[src/sv/cfr_pkg.sv]
// Shared constants, command/request types and codes for the clipped rectangle fill framebuffer.
`timescale 1ns / 1ps
`default_nettype none

package cfr_pkg;

	// Frame geometry limits
	localparam int MAX_WIDTH   = 256;
	localparam int MAX_HEIGHT  = 192;
	localparam int STORE_WORDS = (MAX_WIDTH * MAX_HEIGHT + 1) / 2;

	// Derived widths
	localparam int ADDR_W = $clog2(STORE_WORDS);
	localparam int CNT_W  = $clog2(STORE_WORDS + 1);
	localparam int PIX_W  = $clog2(MAX_WIDTH * MAX_HEIGHT + 1);
	localparam int X_W    = $clog2(MAX_WIDTH + 1);
	localparam int Y_W    = $clog2(MAX_HEIGHT + 1);
	localparam int PROD_W = X_W + Y_W;

	// Field widths
	localparam int COORD_W   = 12;
	localparam int CLIP_W    = COORD_W + 1;
	localparam int COLOR_W   = 8;
	localparam int RADDR_W   = 15;
	localparam int WORD_W    = 16;
	localparam int CFG_WID_W = 9;
	localparam int CFG_HGT_W = 8;

	// Port widths
	localparam int IN_TDATA_W  = 80;
	localparam int OUT_TDATA_W = 24;
	localparam int CFG_IDX_W   = 1;
	localparam int CFG_DATA_W  = 9;

	// Configuration register indexes
	localparam logic [CFG_IDX_W-1:0] CFG_BUFFER_WIDTH  = 1'b0;
	localparam logic [CFG_IDX_W-1:0] CFG_BUFFER_HEIGHT = 1'b1;

	localparam logic signed [CLIP_W-1:0] CLIP_NEG_ONE = -13'sd1;

	typedef enum logic [1:0] {
		OP_FILL_RECT   = 2'd0,
		OP_FILL_SCREEN = 2'd1,
		OP_READ_WORD   = 2'd2
	} op_t;

	typedef enum logic [2:0] {
		ST_IDLE,
		ST_SETUP,
		ST_MUL,
		ST_SCAN,
		ST_FILL,
		ST_RDWAIT,
		ST_DONE
	} scan_state_t;

	// One accepted command
	typedef struct packed {
		op_t                        op;
		logic signed [COORD_W-1:0]  rect_top;
		logic signed [COORD_W-1:0]  rect_bottom;
		logic signed [COORD_W-1:0]  rect_left;
		logic signed [COORD_W-1:0]  rect_right;
		logic [COLOR_W-1:0]         pixel_color;
		logic [RADDR_W-1:0]         read_address;
	} cmd_t;

	// Sequencer to store: one memory operation per cycle
	typedef struct packed {
		logic               rmw;      // read-modify-write of one pixel byte
		logic               rd;       // plain word read
		logic               word_wr;  // full word write
		logic [ADDR_W-1:0]  addr;
		logic               hi;       // high byte for odd x
		logic [COLOR_W-1:0] color;
	} req_t;

	// Sequencer to output register
	typedef struct packed {
		logic              valid;
		logic [WORD_W-1:0] read_data;
		logic              drawn;
	} res_t;

endpackage

`default_nettype wire

[src/sv/cfr_scan.sv]
// Command sequencer: clipping, row/column scan, screen fill sweep and word read.
`timescale 1ns / 1ps
`default_nettype none

module cfr_scan (
	input  wire logic                        clk,
	input  wire logic                        arst_n,
	input  wire logic                        cmd_accept,
	input  wire cfr_pkg::cmd_t               cmd,
	input  wire logic [cfr_pkg::X_W-1:0]     w_eff,
	input  wire logic [cfr_pkg::Y_W-1:0]     h_eff,
	input  wire logic [cfr_pkg::WORD_W-1:0]  rd_data,
	input  wire logic                        res_ready,
	output logic                             idle,
	output cfr_pkg::req_t                    req,
	output cfr_pkg::res_t                    res
);

	cfr_pkg::scan_state_t state_q, state_d;
	cfr_pkg::cmd_t        cmd_q;

	logic [cfr_pkg::Y_W-1:0]    y_q, y_end_q;
	logic [cfr_pkg::X_W-1:0]    x_q, x_start_q, x_end_q;
	logic                       nonempty_q;
	logic [cfr_pkg::PIX_W-1:0]  row_base_q;
	logic [cfr_pkg::CNT_W-1:0]  cnt_q;
	logic [cfr_pkg::ADDR_W-1:0] fa_q;
	logic [cfr_pkg::WORD_W-1:0] res_data_q;
	logic                       res_drawn_q;

	// Clipping
	logic signed [cfr_pkg::CLIP_W-1:0] t_s, b_s, l_s, r_s, h_s, w_s;
	logic signed [cfr_pkg::CLIP_W-1:0] t_c, b_c, l_c, r_c;

	always_comb begin
		t_s = cfr_pkg::CLIP_W'(cmd_q.rect_top);
		b_s = cfr_pkg::CLIP_W'(cmd_q.rect_bottom);
		l_s = cfr_pkg::CLIP_W'(cmd_q.rect_left);
		r_s = cfr_pkg::CLIP_W'(cmd_q.rect_right);
		h_s = signed'(cfr_pkg::CLIP_W'(h_eff));
		w_s = signed'(cfr_pkg::CLIP_W'(w_eff));
		t_c = (t_s < 0) ? '0 : ((t_s > h_s) ? h_s : t_s);
		l_c = (l_s < 0) ? '0 : ((l_s > w_s) ? w_s : l_s);
		b_c = (b_s < cfr_pkg::CLIP_NEG_ONE) ? cfr_pkg::CLIP_NEG_ONE :
		      ((b_s > h_s - cfr_pkg::CLIP_W'(1)) ? h_s - cfr_pkg::CLIP_W'(1) : b_s);
		r_c = (r_s < cfr_pkg::CLIP_NEG_ONE) ? cfr_pkg::CLIP_NEG_ONE :
		      ((r_s > w_s - cfr_pkg::CLIP_W'(1)) ? w_s - cfr_pkg::CLIP_W'(1) : r_s);
	end

	// Shared multiplier: top row times width, or height times width
	logic [cfr_pkg::Y_W-1:0]    mul_a;
	logic [cfr_pkg::PROD_W-1:0] prod;
	logic [cfr_pkg::PIX_W-1:0]  prod_pix;
	logic [cfr_pkg::CNT_W-1:0]  fill_words;

	always_comb begin
		mul_a      = (cmd_q.op == cfr_pkg::OP_FILL_RECT) ? y_q : h_eff;
		prod       = cfr_pkg::PROD_W'(mul_a) * cfr_pkg::PROD_W'(w_eff);
		prod_pix   = cfr_pkg::PIX_W'(prod);
		fill_words = cfr_pkg::CNT_W'(prod_pix >> 1);
	end

	// Scan position
	logic [cfr_pkg::PIX_W-1:0] pix_idx;
	logic                      row_end, last_row, fill_last, raddr_ok;

	always_comb begin
		pix_idx   = row_base_q + cfr_pkg::PIX_W'(x_q);
		row_end   = (x_q == x_end_q);
		last_row  = (y_q == y_end_q);
		fill_last = ((cfr_pkg::CNT_W'(fa_q) + cfr_pkg::CNT_W'(1)) == cnt_q);
		raddr_ok  = (32'(cmd_q.read_address) < 32'(cfr_pkg::STORE_WORDS));
	end

	// State register
	always_ff @(posedge clk or negedge arst_n) begin
		if (!arst_n) begin
			state_q <= cfr_pkg::ST_IDLE;
		end else begin
			state_q <= state_d;
		end
	end

	// Next state and memory requests
	always_comb begin
		state_d     = state_q;
		idle        = 1'b0;
		req         = '0;
		req.color   = cmd_q.pixel_color;
		res.valid     = 1'b0;
		res.read_data = res_data_q;
		res.drawn     = res_drawn_q;
		unique case (state_q)
			cfr_pkg::ST_IDLE: begin
				idle = 1'b1;
				if (cmd_accept) begin
					state_d = cfr_pkg::ST_SETUP;
				end
			end
			cfr_pkg::ST_SETUP: begin
				unique case (cmd_q.op)
					cfr_pkg::OP_FILL_RECT,
					cfr_pkg::OP_FILL_SCREEN: state_d = cfr_pkg::ST_MUL;
					cfr_pkg::OP_READ_WORD: begin
						req.rd   = raddr_ok;
						req.addr = cfr_pkg::ADDR_W'(cmd_q.read_address);
						state_d  = cfr_pkg::ST_RDWAIT;
					end
					default: state_d = cfr_pkg::ST_DONE;
				endcase
			end
			cfr_pkg::ST_MUL: begin
				if (cmd_q.op == cfr_pkg::OP_FILL_RECT) begin
					state_d = nonempty_q ? cfr_pkg::ST_SCAN : cfr_pkg::ST_DONE;
				end else begin
					state_d = (fill_words == '0) ? cfr_pkg::ST_DONE : cfr_pkg::ST_FILL;
				end
			end
			cfr_pkg::ST_SCAN: begin
				req.rmw  = 1'b1;
				req.addr = cfr_pkg::ADDR_W'(pix_idx >> 1);
				req.hi   = x_q[0];
				if (row_end && last_row) begin
					state_d = cfr_pkg::ST_DONE;
				end
			end
			cfr_pkg::ST_FILL: begin
				req.word_wr = 1'b1;
				req.addr    = fa_q;
				if (fill_last) begin
					state_d = cfr_pkg::ST_DONE;
				end
			end
			cfr_pkg::ST_RDWAIT: begin
				state_d = cfr_pkg::ST_DONE;
			end
			cfr_pkg::ST_DONE: begin
				res.valid = 1'b1;
				if (res_ready) begin
					state_d = cfr_pkg::ST_IDLE;
				end
			end
			default: state_d = cfr_pkg::ST_IDLE;
		endcase
	end

	// Command and scan counters
	always_ff @(posedge clk) begin
		if (cmd_accept && (state_q == cfr_pkg::ST_IDLE)) begin
			cmd_q <= cmd;
		end
		unique case (state_q)
			cfr_pkg::ST_SETUP: begin
				y_q         <= cfr_pkg::Y_W'(t_c);
				y_end_q     <= cfr_pkg::Y_W'(b_c);
				x_q         <= cfr_pkg::X_W'(l_c);
				x_start_q   <= cfr_pkg::X_W'(l_c);
				x_end_q     <= cfr_pkg::X_W'(r_c);
				nonempty_q  <= (r_c >= l_c) && (b_c >= t_c);
				res_data_q  <= '0;
				res_drawn_q <= 1'b0;
			end
			cfr_pkg::ST_MUL: begin
				row_base_q <= prod_pix;
				cnt_q      <= fill_words;
				fa_q       <= '0;
			end
			cfr_pkg::ST_SCAN: begin
				if (row_end) begin
					x_q <= x_start_q;
					if (last_row) begin
						res_drawn_q <= 1'b1;
					end else begin
						y_q        <= y_q + cfr_pkg::Y_W'(1);
						row_base_q <= row_base_q + cfr_pkg::PIX_W'(w_eff);
					end
				end else begin
					x_q <= x_q + cfr_pkg::X_W'(1);
				end
			end
			cfr_pkg::ST_FILL: begin
				fa_q <= fa_q + cfr_pkg::ADDR_W'(1);
				if (fill_last) begin
					res_drawn_q <= 1'b1;
				end
			end
			cfr_pkg::ST_RDWAIT: begin
				res_data_q <= raddr_ok ? rd_data : '0;
			end
			default: begin
			end
		endcase
	end

endmodule

`default_nettype wire

[config.mk]
export PLATFORM = sky130hd
export DESIGN_NAME = cfr_scan
export DESIGN_NICKNAME = d
export VERILOG_FILES = /design/src/sv/cfr_pkg.sv /design/src/sv/cfr_scan.sv
export SDC_FILE = /design/constraint.sdc
export NUM_CORES = 1
export LEC_CHECK = 0
export BUFFER_PORTS_ARGS = -buffer_cell sky130_fd_sc_hd__buf_2
export CAP_MARGIN = 20
export CORE_AREA = 2 2 172 174
export CTS_BUF_LIST = sky130_fd_sc_hd__clkbuf_8
export DETAILED_ROUTE_END_ITERATION = 6
export DIE_AREA = 0 0 174 176
export HOLD_SLACK_MARGIN = 0.02
export PLACE_DENSITY = 0.72
export RECOVER_POWER = 50
export SYNTH_ARGS = -nofsm -noshare
export SYNTH_HDL_FRONTEND = slang
export SYNTH_SLANG_ARGS = --single-unit
[constraint.sdc]
create_clock -name clk -period 8.1 [get_ports clk]
set_clock_uncertainty 0.05 [all_clocks]
set_input_delay 1.62 -clock clk [delete_from_list [all_inputs] [get_ports clk]]
set_output_delay 1.62 -clock clk [all_outputs]
set_load 0.01 [all_outputs]
==> results of run 1 <==
-- layout make-up --
cell class / instances / area, um^2 / share of cell area [%]
clock inverters: 15 / 183 / 1.22
inverters: 112 / 420 / 2.81
multi-input cells: 971 / 7330 / 48.9
flip-flops and latches: 183 / 5480 / 36.6
repair buffers: 169 / 855 / 5.70
clock buffers: 17 / 234 / 1.56
well taps: 384 / 480 / 3.21
-- synthesized netlist by cell type, types with 5 or more instances --
cell type and instances:
a211o_1 5, a211oi_1 6, a21o_1 15, a21oi_1 44, a22oi_1 12, a31oi_1 10
and2_0 7, and2_1 29, and3_1 17, buf_1 6, buf_4 9, clkbuf_1 29
clkinv_1 10, edfxtp_1 180, fa_1 43, ha_1 120, inv_1 102, mux2_2 6
mux2i_1 22, nand2_1 84, nand2b_1 16, nand3_1 40, nand4_1 22, nor2_1 135
nor2b_1 17, nor3_1 23, nor4_1 8, o211ai_1 19, o21a_1 13, o21ai_0 62
o21bai_1 8, o31ai_1 12, or2_2 11, xnor2_1 70, xor2_1 32
-- cell usage in the layout (no fill, tap or decap), types with 9 or more instances in the layout --
master and instances:
and2_0 19, o31ai_1 11, xnor2_1 70, buf_2 152, or2_2 11, a22oi_1 12, nor3_1 23, and3_1 17
ha_1 120, a21oi_1 44, o21a_1 13, mux2i_1 22, fa_1 43, xor2_1 32, nand2_1 84, nand2b_1 16
a21o_1 15, nor2b_1 17, and2_1 17, nand3_1 40, nor2_1 134, nand4_1 22, clkinv_1 11, a31oi_1 10
o21ai_0 62, clkbuf_8 17, edfxtp_1 180, o211ai_1 19, clkbuf_1 9, inv_1 102
-- registers in the layout (all words and copies together) (netlist names) --
register     flops
cmd_q           53
res_data_q      16
row_base_q      16
cnt_q           15
fa_q            15
b_s             12
x_end_q          9
x_q              9
x_start_q        9
req              8
y_end_q          8
y_q              8
state_q          3
nonempty_q       1
res_drawn_q      1
-- layer usage --
metal,up-vias,share of wire [%]
li1,4962,-
met2,339,45
met4,0,2.0
met5,-,0
met3,41,6.3
met1,4863,46
-- power groups by stage --
stage               clock, mW  sequential, mW  combinational (mW)
CTS                     0.686            1.63                2.31
floorplan                   0            1.55                1.78
detailed placement          0            1.65                2.30
finish                  0.671            1.64                2.30
global placement            0            1.64                2.24
global route            0.719            1.67                2.62
-- cells by family (layout without fill, tap and decap cells) --
| logic type | Yosys count | count (layout) |
|---|---|---|
| XOR/XNOR | 105 | 105 |
| adder cells (fa/ha/maj) | 163 | 163 |
| AO/OA/AOI/OAI | 246 | 246 |
| other | 1 | 5 |
| multiplexers | 28 | 28 |
| flip-flops | 183 | 183 |
| AND/OR/NAND/NOR | 424 | 424 |
| buffers and inverters | 157 | 313 |
-- worst max-delay path: cells and delay by family --
family	cells	cell delay [ns]
AOI/OAI and AO/OA	4	0.79
buffers and inverters	2	0.19
muxes	1	0.67
adders and majority gates	5	2.38
and+or+nand+nor	5	1.39
-- final timing paths --
path                                             start                     end  slack, ns  cells after the start
worst min-delay path            x_start_q[8]$_DFFE_PP_        x_q[8]$_DFFE_PP_       0.56                      2
max in group asynchronous                       arst_n  state_q[0]$_DFFE_PN0P_       6.98                      1
worst max register to register     cmd_q[72]$_DFFE_PP_  state_q[1]$_DFFE_PN0P_       1.75                     19
min in group asynchronous                       arst_n  state_q[1]$_DFFE_PN0P_       0.85                      1
worst max-delay path                          h_eff[6]  state_q[1]$_DFFE_PN0P_       1.43                     17
worst min register to register  x_start_q[8]$_DFFE_PP_        x_q[8]$_DFFE_PP_       0.56                      2
==> metrics, run 1 <==
status finished with violations; failing checks capacitance limit, slew limit; Placer Congestion 0.948; Final HPWL DP 26200 um; 1st-iter DRT viols 831; total power 4.62 mW; GRT Max-Usage Layer met2; worst hold path class reg2reg; CTS tree done; Worst slew margin -121%; met2 usage in global routing 35.4%; Synth top area share 40.3%; Synth area leader edfxtp_1; final hold viol count 0; Vias/cell 5.51; fin area 15000 um^2; Worst path most repeated cell fa_1; Synth Area in Adders 17.6%; initial antenna violation count 0; max incr delay on CP 0.67 ns; Synth Area in Simple Gates 15.4%; Syn. warnings 0; Max FO, Critical Path 9; fin cells 1851; largest cells by area after synthesis edfxtp_1, ha_1, fa_1; period utilization 82.4%; TritonRoute pass-1 iters 6; sw frac 42.3%; synthesized cell area 13400 um^2; vias 10.2k; P_sw 1.95 mW; routing usage on met1 32.1%; # hold bufs at CTS 0; post_cts resized 0; CTS Buffer Depth 2; Layout area overhead 11.7%; largest net degree at the start of global routing 62; largest family of logic cells by synthesized area adder cells; Critical Path RT 8.48 ns; post-synth cell types 74; hold_ws 0.559 ns; Gate power share 49.9%; buffers added on ports 155; Routed Antenna Nets 0; RSZ-0062 raised after global routing no; VDD IR max 0.000149 V; IO Pins 156; Finish-stage setup viols 0; Die ar. 30600 um^2; drt total wl 33600 um; # clock sinks 183; PnR worst setup slack 1.43 ns; Final Max Slew Viols 183; Post-CTS Setup Repair Bufs 0; share of post-route cells with drive strength above 1 15.1%; Placed Instances 1819; Tmin final 6.67 ns; Floorplan Core Area 28500 um^2; P_int 2.66 mW; sequential share of power 35.6%; max cap viols 4; ys async rst share 1.64%; Setup crit start kind input port; Die Height 176 um; post-synthesis mux area share 2.14%; final core utilization 52.5%; sequential fraction of the synthesis area 40.8%; pre-CTS setup slack 0.876 ns; fmax 150 MHz; Die Wd 174 um; GRT met3 Usage 4.44%; Critical Path End Type flop; setup tns final 0 ns; root buffer selected by CTS clkbuf_8; prevailing post-synth register cell edfxtp_1; CP max stage cell mux2i_1; antenna cells 0; synthesized flop and latch total 183; PwrDens 308 nW/um^2; per-instance average area after synthesis 10.3 um^2; clock buffer count from CTS 17; Residual DRC 0; Post-synth EDFFs 180; XOR/XNOR Fraction of Synth Area 7.18%; NumNets Final 1727; Worst Path Arrival 7.05 ns; first-pass GRT wire length 54100 um; Mapped Cells 1307; Initial Utilization 47.0%; CP Class in2reg; Leakage 6.17 nW; vias in the first global route 9963; num rows 62; DR WL/cell 18.1 um; GRT Total Usage 22.5%; Clk pin slew, worst setup/hold paths 0.11 ns; Worst Tran Pin Value 3.32 ns; Synth Area in Compound Gates 12.2%; Layout fillers 2582; CTS H-tree lvls 4; CP Cell Sequence buf_2 -> mux2i_1 -> nand2b_1 -> fa_1 -> fa_1 -> fa_1 -> fa_1 -> inv_1 -> ha_1 -> o21a_1 -> o21ai_0 -> o21ai_1 -> and3_1 -> nor3_1 -> or3b_1 -> nor4_2 -> a2bb2oi_1; clock share of power 14.5%; Post-DP Area 14600 um^2; Clock Latency Late Sink 0.52 ns; total grt overflow 0
No activity file was read; power rests on OpenSTA's default activity.
==> run 2, diff against run 1 <==
--- a/config.mk
+++ b/config.mk
@@ -12,7 +12,7 @@
 export DETAILED_ROUTE_END_ITERATION = 6
 export DIE_AREA = 0 0 174 176
 export HOLD_SLACK_MARGIN = 0.02
-export PLACE_DENSITY = 0.72
+export PLACE_DENSITY = 0.75
 export RECOVER_POWER = 50
 export SYNTH_ARGS = -nofsm -noshare
 export SYNTH_HDL_FRONTEND = slang
==> constraint.sdc (replaced) <==
create_clock -name clk -period 5.6 [get_ports clk]
set_clock_uncertainty 0.05 [all_clocks]
set_input_delay 1.12 -clock clk [delete_from_list [all_inputs] [get_ports clk]]
set_output_delay 1.12 -clock clk [all_outputs]
set_load 0.01 [all_outputs]
==> run 2 against run 1 <==
  * The flow still finishes with violations (capacitance limit, slew limit)
  * Critical path depth up 4
  * First-iteration DRC count decreased by 8.8%
  * Cell count rose by 7.0%
  * Power increased by 62%
  * Sequential share of layout area fell by 2.8 points
  * Non-clock buffer count up 128
  * Cell area increased by 8.3%
  * Critical endpoint unchanged
  * Highest routed layer unchanged
==> metrics, run 2 (synthesis results as in run 1) <==
Routed Antenna Nets 0; CP Class reg2reg; Clk pin slew, worst setup/hold paths 0.10 ns; Clock Latency Late Sink 0.49 ns; vias 10.7k; fin cells 1980; num rows 62; PwrDens 461 nW/um^2; Reg with most FFs cmd_q; Die ar. 30600 um^2; Layout area overhead 20.9%; fmax 185 MHz; # clock sinks 183; final core utilization 56.8%; Tmin final 5.41 ns; initial antenna violation count 1; Final HPWL DP 27000 um; Worst Tran Pin Value 1.91 ns; GRT met3 Usage 4.89%; largest net degree at the start of global routing 57; period utilization 96.6%; RSZ-0062 raised after global routing yes; Residual DRC 0; GRT Max-Usage Layer met2; CTS H-tree lvls 4; Placed Instances 1936; status finished with violations; Critical Path RT 5.98 ns; clock buffer count from CTS 17; max cap viols 2; failing checks capacitance limit, slew limit; biggest regs cmd_q x53, res_data_q x16, row_base_q x16; setup tns final 0 ns; Die Wd 174 um; DR WL/cell 17.1 um; GRT Total Usage 22.5%; r2r worst-path depth 21; root buffer selected by CTS clkbuf_8; CTS Buffer Depth 2; Floorplan Core Area 28500 um^2; IO Pins 156; VDD IR max 0.000340 V; share of post-route cells with drive strength above 1 24.6%; most frequent cells in the layout edfxtp_1, buf_2, buf_4; total power 7.48 mW; first-pass GRT wire length 54000 um; total grt overflow 0; Die Height 176 um; commonest non-fill, non-tap cell in the layout edfxtp_1; Max FO, Critical Path 7; Final Max Slew Viols 57; drt total wl 34000 um; Leakage 6.82 nW; Largest register FFs 53; routing usage on met1 29.8%; vias in the first global route 10.5k; Worst slew margin -27.7%; Placer Congestion 0.914; # hold bufs at CTS 0; Vias/cell 5.42; Critical Path End Type flop; Finish-stage setup viols 0; Worst Path Arrival 5.79 ns; met2 usage in global routing 36.9%; CTS tree done; buffers added on ports 155; TritonRoute pass-1 iters 6; 1st-iter DRT viols 758; hold_ws 0.376 ns; worst hold path class in2async; final hold viol count 0; Setup crit start kind flop; Initial Utilization 47.0%; NumNets Final 1855
-- run 2: final cells by class --
class	instances	area (um^2)
sequential	183	5480
clock buffer	17	234
timing repair buffer	297	1890
multi-input combinational	971	7580
fill	2457	12300
clock inverter	15	130
inverter	112	428
antenna	1	2.50
tap	384	480
-- run 2: power by group --
group / internal (mW) / switching [mW] / total [mW] / leakage (nW)
registers: 2.06 / 0.299 / 2.36 / 1.70
logic: 2.02 / 2.23 / 4.25 / 4.94
clock network: 0.352 / 0.511 / 0.863 / 0.176
-- run 2: routing by layer --
metal	vias to the layer above	wire length, um
met5	-	0
met4	0	854
met3	53	2500
met2	379	15900
met1	5091	14700
li1	5208	-
-- run 2: repair_timing --
item                                    CTS  global route
resized for setup                        10            28
endpoints found under the setup margin    1             2
setup buffers                             6             5
pin swaps                                 6            25
-- run 2: path summary, 6_finish.rpt --
kind                                             start                      to  slack [ns]
worst min register to register  x_start_q[7]$_DFFE_PP_        x_q[7]$_DFFE_PP_        0.59
max in group asynchronous                       arst_n  state_q[2]$_DFFE_PN0P_        4.95
min in group clk                x_start_q[7]$_DFFE_PP_        x_q[7]$_DFFE_PP_        0.59
worst min-delay path                            arst_n  state_q[1]$_DFFE_PN0P_        0.38
worst max-delay path               cmd_q[71]$_DFFE_PP_  state_q[1]$_DFFE_PN0P_        0.19
worst max register to register     cmd_q[71]$_DFFE_PP_  state_q[1]$_DFFE_PN0P_        0.19
-- run 2: critical path, stage by stage, from the launching register on --
cell	delay (ns)
edfxtp_1	0.44
nor2_4	0.15
buf_12	0.16
mux2i_4	0.31
buf_12	0.15
buf_6	0.08
nor2_2	0.03
fa_1	0.47
inv_1	0.05
fa_1	0.48
fa_1	0.52
fa_1	0.53
inv_2	0.04
ha_4	0.21
o21a_1	0.10
o31a_1	0.12
o41a_1	0.35
a211oi_2	0.25
xnor2_1	0.11
or3b_4	0.41
nor4_4	0.17
a2bb2oi_2	0.15
-- run 2: per-stage QoR --
step,instance area [um^2],setup slack (ns)
after floorplan,13600,0.000192
after global placement,15600,-0.338
after detailed placement,15600,-0.507
after CTS,16100,0.00443
after global routing,16200,-0.0131
final,16200,0.189
